**src/rtl/sss_pkg.sv**
```systemverilog
`timescale 1ns / 1ps

package sss_pkg;

    localparam int PERIOD_W        = 7;
    localparam int STEP_W          = 6;
    localparam int DEF_MAX_PERIOD  = 64;
    localparam int DEF_COORD_BITS  = 16;

    // commands from the controller to the datapath
    typedef struct packed {
        logic load;       // capture an input item
        logic row_start;  // begin the row sweep for the current candidate step
        logic b_step;     // advance one lattice row
        logic decide;     // score the candidate, move to the next one
        logic prod;       // form col + step*row
        logic mod_step;   // one bit of the remainder
        logic out_load;   // move the result into the output register
    } t_cmd;

    // status from the datapath to the controller
    typedef struct packed {
        logic search_done;  // no candidate left, or simple mode already has its step
        logic b_last;       // last row of the sweep
        logic mod_last;     // last remainder bit
    } t_sts;

endpackage

```
**src/rtl/satin_step_search_core.sv**
```systemverilog
`timescale 1ns / 1ps

// channel   direction  handshake                   payload
// input     in         i_in_valid / o_in_stall     i_period, i_simple_mode, i_col, i_row
// output    out        o_out_valid / i_out_stall   o_step, o_on_tie
//
// one item at a time; a full search over period p tries the candidate steps 2 to p-2,
// one lattice row per cycle for each candidate step, then reduces col + step*row mod p
// bit-serially and loads the result once the output register is free
// simple mode stops after the first coprime step
// the output register holds a result under stall while the next item is accepted
// reset is synchronous, active low, and clears the controller and the valid flags

module satin_step_search_core
    import sss_pkg::*;
#(
    parameter int MAX_PERIOD = DEF_MAX_PERIOD,
    parameter int COORD_BITS = DEF_COORD_BITS
) (
    input  logic                  i_clk,
    input  logic                  i_rst_n,
    input  logic                  i_in_valid,
    output logic                  o_in_stall,
    input  logic [PERIOD_W-1:0]   i_period,
    input  logic                  i_simple_mode,
    input  logic [COORD_BITS-1:0] i_col,
    input  logic [COORD_BITS-1:0] i_row,
    output logic                  o_out_valid,
    input  logic                  i_out_stall,
    output logic [STEP_W-1:0]     o_step,
    output logic                  o_on_tie
);

    t_cmd cmd;
    t_sts sts;

    sss_ctrl u_ctrl (
        .i_clk       (i_clk),
        .i_rst_n     (i_rst_n),
        .i_in_valid  (i_in_valid),
        .o_in_stall  (o_in_stall),
        .i_out_stall (i_out_stall),
        .o_out_valid (o_out_valid),
        .i_sts       (sts),
        .o_cmd       (cmd)
    );

    sss_dp #(
        .MAX_PERIOD (MAX_PERIOD),
        .COORD_BITS (COORD_BITS)
    ) u_dp (
        .i_clk         (i_clk),
        .i_rst_n       (i_rst_n),
        .i_period      (i_period),
        .i_simple_mode (i_simple_mode),
        .i_col         (i_col),
        .i_row         (i_row),
        .i_cmd         (cmd),
        .o_sts         (sts),
        .o_step        (o_step),
        .o_on_tie      (o_on_tie)
    );

    // an accepted transfer starts work and closes the input
    a_accept_busy: assert property (@(posedge i_clk) disable iff (!i_rst_n)
        (i_in_valid && !o_in_stall) |=> o_in_stall)
        else $error("input still open after a transfer");

    // the controller issues at most one command per cycle
    a_cmd_onehot: assert property (@(posedge i_clk) disable iff (!i_rst_n)
        $onehot0(cmd))
        else $error("more than one datapath command");

    // a result never overwrites one still waiting
    a_out_free: assert property (@(posedge i_clk) disable iff (!i_rst_n)
        cmd.out_load |-> (!o_out_valid || !i_out_stall))
        else $error("output register overwritten under stall");

    // a new result comes only from the controller's final state
    a_out_rise: assert property (@(posedge i_clk) disable iff (!i_rst_n)
        $rose(o_out_valid) |-> $past(cmd.out_load))
        else $error("output valid without a result load");

endmodule

```
**src/rtl/sss_ctrl.sv**
```systemverilog
`timescale 1ns / 1ps

module sss_ctrl
    import sss_pkg::*;
(
    input  logic i_clk,
    input  logic i_rst_n,
    input  logic i_in_valid,
    output logic o_in_stall,
    input  logic i_out_stall,
    output logic o_out_valid,
    input  t_sts i_sts,
    output t_cmd o_cmd
);

    typedef enum logic [2:0] {
        ST_IDLE,
        ST_CHECK,
        ST_ROW,
        ST_DRAIN,
        ST_DECIDE,
        ST_PROD,
        ST_MOD,
        ST_FIN
    } t_state;

    t_state r_state, n_state;
    logic   r_out_valid, n_out_valid;
    logic   out_free;

    assign o_in_stall  = (r_state != ST_IDLE);
    assign o_out_valid = r_out_valid;
    assign out_free    = !r_out_valid || !i_out_stall;

    always_comb begin
        o_cmd   = '0;
        n_state = r_state;
        unique case (r_state)
            ST_IDLE: begin
                if (i_in_valid) begin
                    o_cmd.load = 1'b1;
                    n_state    = ST_CHECK;
                end
            end
            ST_CHECK: begin
                if (i_sts.search_done) begin
                    n_state = ST_PROD;
                end else begin
                    o_cmd.row_start = 1'b1;
                    n_state         = ST_ROW;
                end
            end
            ST_ROW: begin
                o_cmd.b_step = 1'b1;
                if (i_sts.b_last) begin
                    n_state = ST_DRAIN;
                end
            end
            // last row length is compared at this edge
            ST_DRAIN: begin
                n_state = ST_DECIDE;
            end
            ST_DECIDE: begin
                o_cmd.decide = 1'b1;
                n_state      = ST_CHECK;
            end
            ST_PROD: begin
                o_cmd.prod = 1'b1;
                n_state    = ST_MOD;
            end
            ST_MOD: begin
                o_cmd.mod_step = 1'b1;
                if (i_sts.mod_last) begin
                    n_state = ST_FIN;
                end
            end
            ST_FIN: begin
                if (out_free) begin
                    o_cmd.out_load = 1'b1;
                    n_state        = ST_IDLE;
                end
            end
            default: begin
                n_state = ST_IDLE;
            end
        endcase
    end

    always_comb begin
        n_out_valid = r_out_valid;
        if (o_cmd.out_load) begin
            n_out_valid = 1'b1;
        end else if (!i_out_stall) begin
            n_out_valid = 1'b0;
        end
    end

    always_ff @(posedge i_clk) begin
        if (!i_rst_n) begin
            r_state     <= ST_IDLE;
            r_out_valid <= 1'b0;
        end else begin
            r_state     <= n_state;
            r_out_valid <= n_out_valid;
        end
    end

endmodule

```
**src/rtl/sss_dp.sv**
```systemverilog
`timescale 1ns / 1ps

module sss_dp
    import sss_pkg::*;
#(
    parameter int MAX_PERIOD = DEF_MAX_PERIOD,
    parameter int COORD_BITS = DEF_COORD_BITS
) (
    input  logic                  i_clk,
    input  logic                  i_rst_n,
    input  logic [PERIOD_W-1:0]   i_period,
    input  logic                  i_simple_mode,
    input  logic [COORD_BITS-1:0] i_col,
    input  logic [COORD_BITS-1:0] i_row,
    input  t_cmd                  i_cmd,
    output t_sts                  o_sts,
    output logic [STEP_W-1:0]     o_step,
    output logic                  o_on_tie
);

    localparam int PW   = $clog2(MAX_PERIOD + 1);
    localparam int EW   = (PW > PERIOD_W) ? PW : PERIOD_W;
    localparam int LW   = 2 * PW + 1;
    localparam int SUMW = COORD_BITS + PW + 1;
    localparam int CNTW = $clog2(SUMW);

    logic [PW-1:0]         r_p, r_s, r_b, r_a, r_best;
    logic                  r_simple, r_cop;
    logic [COORD_BITS-1:0] r_col, r_row;
    logic [LW-1:0]         r_len, r_short, r_best_len;
    logic                  r_len_vld;
    logic [SUMW-1:0]       r_sum;
    logic [PW-1:0]         r_rem;
    logic [CNTW-1:0]       r_cnt;
    logic [STEP_W-1:0]     r_step_o;
    logic                  r_tie_o;

    logic [EW-1:0]  per_ext;
    logic [PW-1:0]  p_in;
    logic [PW-1:0]  da;
    logic [LW-1:0]  len;
    logic [PW:0]    a_sum;
    logic [PW-1:0]  a_next;
    logic [PW:0]    rem2;
    logic [PW:0]    rem_sub;
    logic           take;

    // period 0 acts as 1, large periods clamp to the maximum
    always_comb begin
        per_ext = EW'(i_period);
        if (per_ext == '0) begin
            p_in = PW'(1);
        end else if (per_ext > EW'(MAX_PERIOD)) begin
            p_in = PW'(MAX_PERIOD);
        end else begin
            p_in = PW'(per_ext);
        end
    end

    // wrapped distance of the residue s*b mod p
    assign da  = (r_a < (r_p - r_a)) ? r_a : (r_p - r_a);
    assign len = LW'(da) * LW'(da) + LW'(r_b) * LW'(r_b);

    assign a_sum  = {1'b0, r_a} + {1'b0, r_s};
    assign a_next = (a_sum >= {1'b0, r_p}) ? PW'(a_sum - {1'b0, r_p}) : PW'(a_sum);

    assign rem2    = {r_rem, r_sum[SUMW-1]};
    assign rem_sub = (rem2 >= {1'b0, r_p}) ? (rem2 - {1'b0, r_p}) : rem2;

    assign take = r_cop && (r_short > r_best_len) && (!r_simple || (r_best_len == '0));

    assign o_sts.search_done = (({1'b0, r_s} + (PW + 1)'(2)) > {1'b0, r_p})
                               || (r_simple && (r_best_len != '0));
    assign o_sts.b_last      = (r_b == (r_p - PW'(1)));
    assign o_sts.mod_last    = (r_cnt == '0);

    assign o_step   = r_step_o;
    assign o_on_tie = r_tie_o;

    always_ff @(posedge i_clk) begin
        if (!i_rst_n) begin
            r_len_vld <= 1'b0;
        end else begin
            r_len_vld <= i_cmd.b_step;
        end
    end

    always_ff @(posedge i_clk) begin
        if (i_cmd.load) begin
            r_p        <= p_in;
            r_simple   <= i_simple_mode;
            r_col      <= i_col;
            r_row      <= i_row;
            r_s        <= PW'(2);
            r_best     <= PW'(1);
            r_best_len <= '0;
        end
        if (i_cmd.row_start) begin
            r_b     <= PW'(1);
            r_a     <= r_s;
            r_cop   <= 1'b1;
            r_short <= LW'(r_p) * LW'(r_p);
        end
        if (i_cmd.b_step) begin
            // a zero residue before row p means the step shares a factor with p
            if (r_a == '0) begin
                r_cop <= 1'b0;
            end
            r_len <= len;
            r_b   <= r_b + PW'(1);
            r_a   <= a_next;
        end
        if (r_len_vld && (r_len < r_short)) begin
            r_short <= r_len;
        end
        if (i_cmd.decide) begin
            if (take) begin
                r_best     <= r_s;
                r_best_len <= r_short;
            end
            r_s <= r_s + PW'(1);
        end
        if (i_cmd.prod) begin
            r_sum <= SUMW'(r_col) + SUMW'(r_best) * SUMW'(r_row);
            r_rem <= '0;
            r_cnt <= CNTW'(SUMW - 1);
        end
        // restoring remainder, msb first
        if (i_cmd.mod_step) begin
            r_rem <= PW'(rem_sub);
            r_sum <= {r_sum[SUMW-2:0], 1'b0};
            r_cnt <= r_cnt - CNTW'(1);
        end
        if (i_cmd.out_load) begin
            r_step_o <= STEP_W'(r_best);
            r_tie_o  <= (r_rem == '0);
        end
    end

endmodule
```
**config.mk**
```make
export PLATFORM = sky130hd
export DESIGN_NAME = satin_step_search_core
export DESIGN_NICKNAME = d
export VERILOG_FILES = /design/src/rtl/sss_pkg.sv /design/src/rtl/satin_step_search_core.sv /design/src/rtl/sss_ctrl.sv /design/src/rtl/sss_dp.sv
export SDC_FILE = /design/constraint.sdc
export NUM_CORES = 1
export LEC_CHECK = 0
export BUFFER_PORTS_ARGS = -buffer_cell sky130_fd_sc_hd__clkbuf_2
export CAP_MARGIN = 20
export CORE_MARGIN = 1
export CORE_UTILIZATION = 60
export CTS_BUF_LIST = sky130_fd_sc_hd__clkbuf_8
export CTS_CLUSTER_DIAMETER = 120
export DETAILED_ROUTE_END_ITERATION = 6
export HOLD_SLACK_MARGIN = 0.06
export PLACE_DENSITY = 0.74
export SLEW_MARGIN = 5
export SYNTH_ARGS = -nofsm -noshare
export SYNTH_HDL_FRONTEND = slang
export SYNTH_SLANG_ARGS = --single-unit
export TNS_END_PERCENT = 10
```
**constraint.sdc**
```tcl
create_clock -name i_clk -period 24.8 [get_ports i_clk]
set_input_delay 2.48 -clock i_clk [delete_from_list [all_inputs] [get_ports i_clk]]
set_output_delay 2.48 -clock i_clk [all_outputs]
set_load 0.01 [all_outputs]
```
==> results.md <==
- Layout overhead on the synthesized area: 5.79%
- Post-route setup TNS: 0 ns
- Residual DRC count: 0
- Achievable Freq: 112 MHz
- Setup violation total in the final timing report: 0
- Number of antenna repair diodes: 0
- Longest Clk Path Bufs: 2
- Remaining global-route overflow: 0
- Final worst clock skew: 0.0160 ns
- Remaining number of nets flagged by the antenna check after routing: 0
- Sequential area share after synthesis: 0.281
- Boundary pin count: 53
- Crit-path max FO: 13
- Number of antenna violations at the first check in global routing: 0
- Run status: finished clean
- Net count of the finished layout: 2,092
- H-Tree Level Count: 4
- Post-Synthesis Cell Area: 16,300 sq um
- Fraction of layout cells with a size suffix above 1: 0.0638
- Critical Path Slowest Stage Cell: sky130_fd_sc_hd__edfxtp_1
- Fin crit period: 8.89 ns
- Setup Fix Bufs, Post-CTS: 0
- Post-synthesis share of cell area spent on full adders, half adders and majority gates: 0.342
- Xor and xnor area share after synthesis: 0.0424
- CTS tree: yes
- Wire length of the first global-routing pass: 59,000 microns
- Slowest Stage Delay on Critical Path: 0.64 ns
- Full die area: 27,800 sq um
- Post-CTS resize count: 0
- Highest signal layer in the routed design: met4
- Critical Path Sink Type: flop
- Startpoint types: flop
- Via-to-Cell Ratio: 5.70
- Hold depth: 2
- Main combinational cell family by area after synthesis: adder cells
- Mux contribution to synthesized area: 0.0220
- Unrepaired setup endpoints after global routing: false
- All-layer global routing usage: 0.268
- Critical path's most frequent cell: sky130_fd_sc_hd__fa_1
- HPWL Detailed: 28,000 microns
- Wl on met1: 17,200 microns
- Simple-Gate Fraction of Synth Area: 0.134
- Max-cap violations: 0
- Starting utilization of the core area: 0.619
- Number of endpoints with negative hold slack in the final report: 0
- Met2 wire length: 15,600 microns
- TritonCTS sink count: 162
- Worst-Margin Slew: 0.947 ns
- Overall die width: 167 microns
- Critical path class: flop to flop
- Maximum number of pins on one net before global-route repair: 42
- GP Congestion: 0.927
- CTS clock-pin slew for the worst setup and hold paths: 0.09 ns
- DRC violation total after the first TritonRoute iteration: 903
- Met3 layer wire length in the routed design: 2260 microns
- Number of enable-type register cells in the synthesized netlist: 133
- Clock buffers created by TritonCTS: 17
- Per-instance average area after synthesis: 9.81 sq um
- Period utilization: 0.359
- Die extent in y: 167 microns
- Floorplan Core Area: 26,400 sq um
- Final wirelength: 35,400 microns
- Number of nets produced by synthesis: 2,058
- Count of port buffers added during placement: 52
- Register bit count reported by yosys: 162
- Cell count after synthesis: 1,662
- Average wire per standard cell: 17.3 microns
- Clock Root Buffer: sky130_fd_sc_hd__clkbuf_8
- Share of the synthesized area in compound gates (AO/OA/AOI/OAI): 0.105
- Worst min-delay path class: flop to flop
- Count of vias placed by the detailed router: 11,639
- Worst R2R Path Depth: 32
- Max-Slew Margin vs Limit: 0.365
- Number of detailed-routing iterations run before antenna repair: 5
- Leading register cell type out of synthesis: sky130_fd_sc_hd__edfxtp_1
- Cell Rows: 59
- Yosys cell types: 71
- Final-report max-slew violation count: 0
- Total of warnings raised by yosys: 0
- Required time worst endpoint: 25.04 ns
- Later-pin clock latency in the skew report: 0.49 ns
- Post-cts hold buffer count: 0
- Via count of the first global-routing pass: 11,618
- Endpoint arrival time on the critical path: 9.13 ns
- Share of flip-flops with an asynchronous set or reset after synthesis: 0
[stage by stage]
step                      cell area [sq um]  hold slack, ns  cells  worst slack (ns)  utilization
final                                 17200           0.479   2043             15.91        0.654
after global routing                  17200           0.490   2043             15.22        0.654
after CTS                             17200           0.476   2041             15.90        0.653
after detailed placement              16800           0.463   2010             15.95        0.639
after global placement                16800           0.442   2009             16.11        0.639
after floorplan                       16300           0.406   1662             16.78            -
[synth_stat cells, types with 29 or more instances]
cell type	number	area [sq um]
sky130_fd_sc_hd__inv_1	267	1000
sky130_fd_sc_hd__clkbuf_1	33	124
sky130_fd_sc_hd__and2_1	63	394
sky130_fd_sc_hd__dfxtp_1	29	581
sky130_fd_sc_hd__xnor2_1	48	420
sky130_fd_sc_hd__o21ai_0	47	235
sky130_fd_sc_hd__edfxtp_1	133	3990
sky130_fd_sc_hd__nand2_1	164	616
sky130_fd_sc_hd__xor2_1	29	254
sky130_fd_sc_hd__fa_1	156	3120
sky130_fd_sc_hd__a21oi_1	61	305
sky130_fd_sc_hd__ha_1	196	2450
sky130_fd_sc_hd__nor2_1	108	405
[critical path: cells and delay by family (launching register included)]
family                   cells  cell delay [ns]
multiplexers                 2             0.76
XOR/XNOR                     1             0.12
AO/OA/AOI/OAI               10             1.62
adder cells (fa/ha/maj)     10             4.21
flip-flops                   1             0.64
AND/OR/NAND/NOR              3             0.67
buffers and inverters        6             0.63
[path summary, 6_finish.rpt]
kind / endpoint / startpoint / slack, ns
worst max-delay path: u_dp.r_len[14] / u_dp.r_p[0] / 15.91
worst min-delay path: u_dp.r_sum[0] / u_dp.r_sum[0] / 0.48
worst max register to register: u_dp.r_len[14] / u_dp.r_p[0] / 15.91
worst min register to register: u_dp.r_sum[0] / u_dp.r_sum[0] / 0.48
[flip-flops by register name, summed over array words and instances (netlist names), 15 cells and up]
name / cells
u_dp.r_best_len: 15
u_dp.r_len: 15
u_dp.r_row: 16
u_dp.r_col: 16
u_dp.r_sum: 24
u_dp.r_short: 15
[layer usage]
metal	vias to the layer above	global-route usage
met3	28	0.0482
met4	0	0.0600
li1	5611	-
met1	5669	0.405
met5	-	0
met2	331	0.399
[cell usage in the layout (no fill, tap or decap), types with 21 or more instances in the layout]
| cell | synthesis | final |
|---|---|---|
| sky130_fd_sc_hd__o21ai_1 | 26 | 26 |
| sky130_fd_sc_hd__and2_1 | 63 | 63 |
| sky130_fd_sc_hd__nor2b_1 | 21 | 21 |
| sky130_fd_sc_hd__dfxtp_1 | 29 | 29 |
| sky130_fd_sc_hd__o21ai_0 | 47 | 47 |
| sky130_fd_sc_hd__a22o_1 | 24 | 24 |
| sky130_fd_sc_hd__xor2_1 | 29 | 29 |
| sky130_fd_sc_hd__inv_1 | 267 | 268 |
| sky130_fd_sc_hd__xnor2_1 | 48 | 48 |
| sky130_fd_sc_hd__nand2_1 | 164 | 164 |
| sky130_fd_sc_hd__fa_1 | 156 | 156 |
| sky130_fd_sc_hd__edfxtp_1 | 133 | 133 |
| sky130_fd_sc_hd__ha_1 | 196 | 196 |
| sky130_fd_sc_hd__clkbuf_2 | 0 | 52 |
| sky130_fd_sc_hd__nor2_1 | 108 | 105 |
| sky130_fd_sc_hd__a21oi_1 | 61 | 61 |
| sky130_fd_sc_hd__a21o_1 | 24 | 24 |
[area by class of cell]
class                   count  area (sq um)
multi-input cells        1184         10500
fillers                  2123          9110
inverters                 271          1020
clock buffers              18           248
clock inverters            13           135
well taps                 335           419
repair buffers             60           328
flip-flops and latches    162          4570
[kinds of logic (layout without fill, tap and decap cells)]
kind of cell,count (synthesis),in the layout
muxes,34,34
xor gates and xnor gates,78,78
buffers and inverters,316,362
adders and majority gates,352,352
and+or+nand+nor,459,459
AOI/OAI and AO/OA,261,261
DFF,162,162
Power is not shown: default switching activity piles up to over one toggle a cycle in this logic, so the estimate is an artifact.
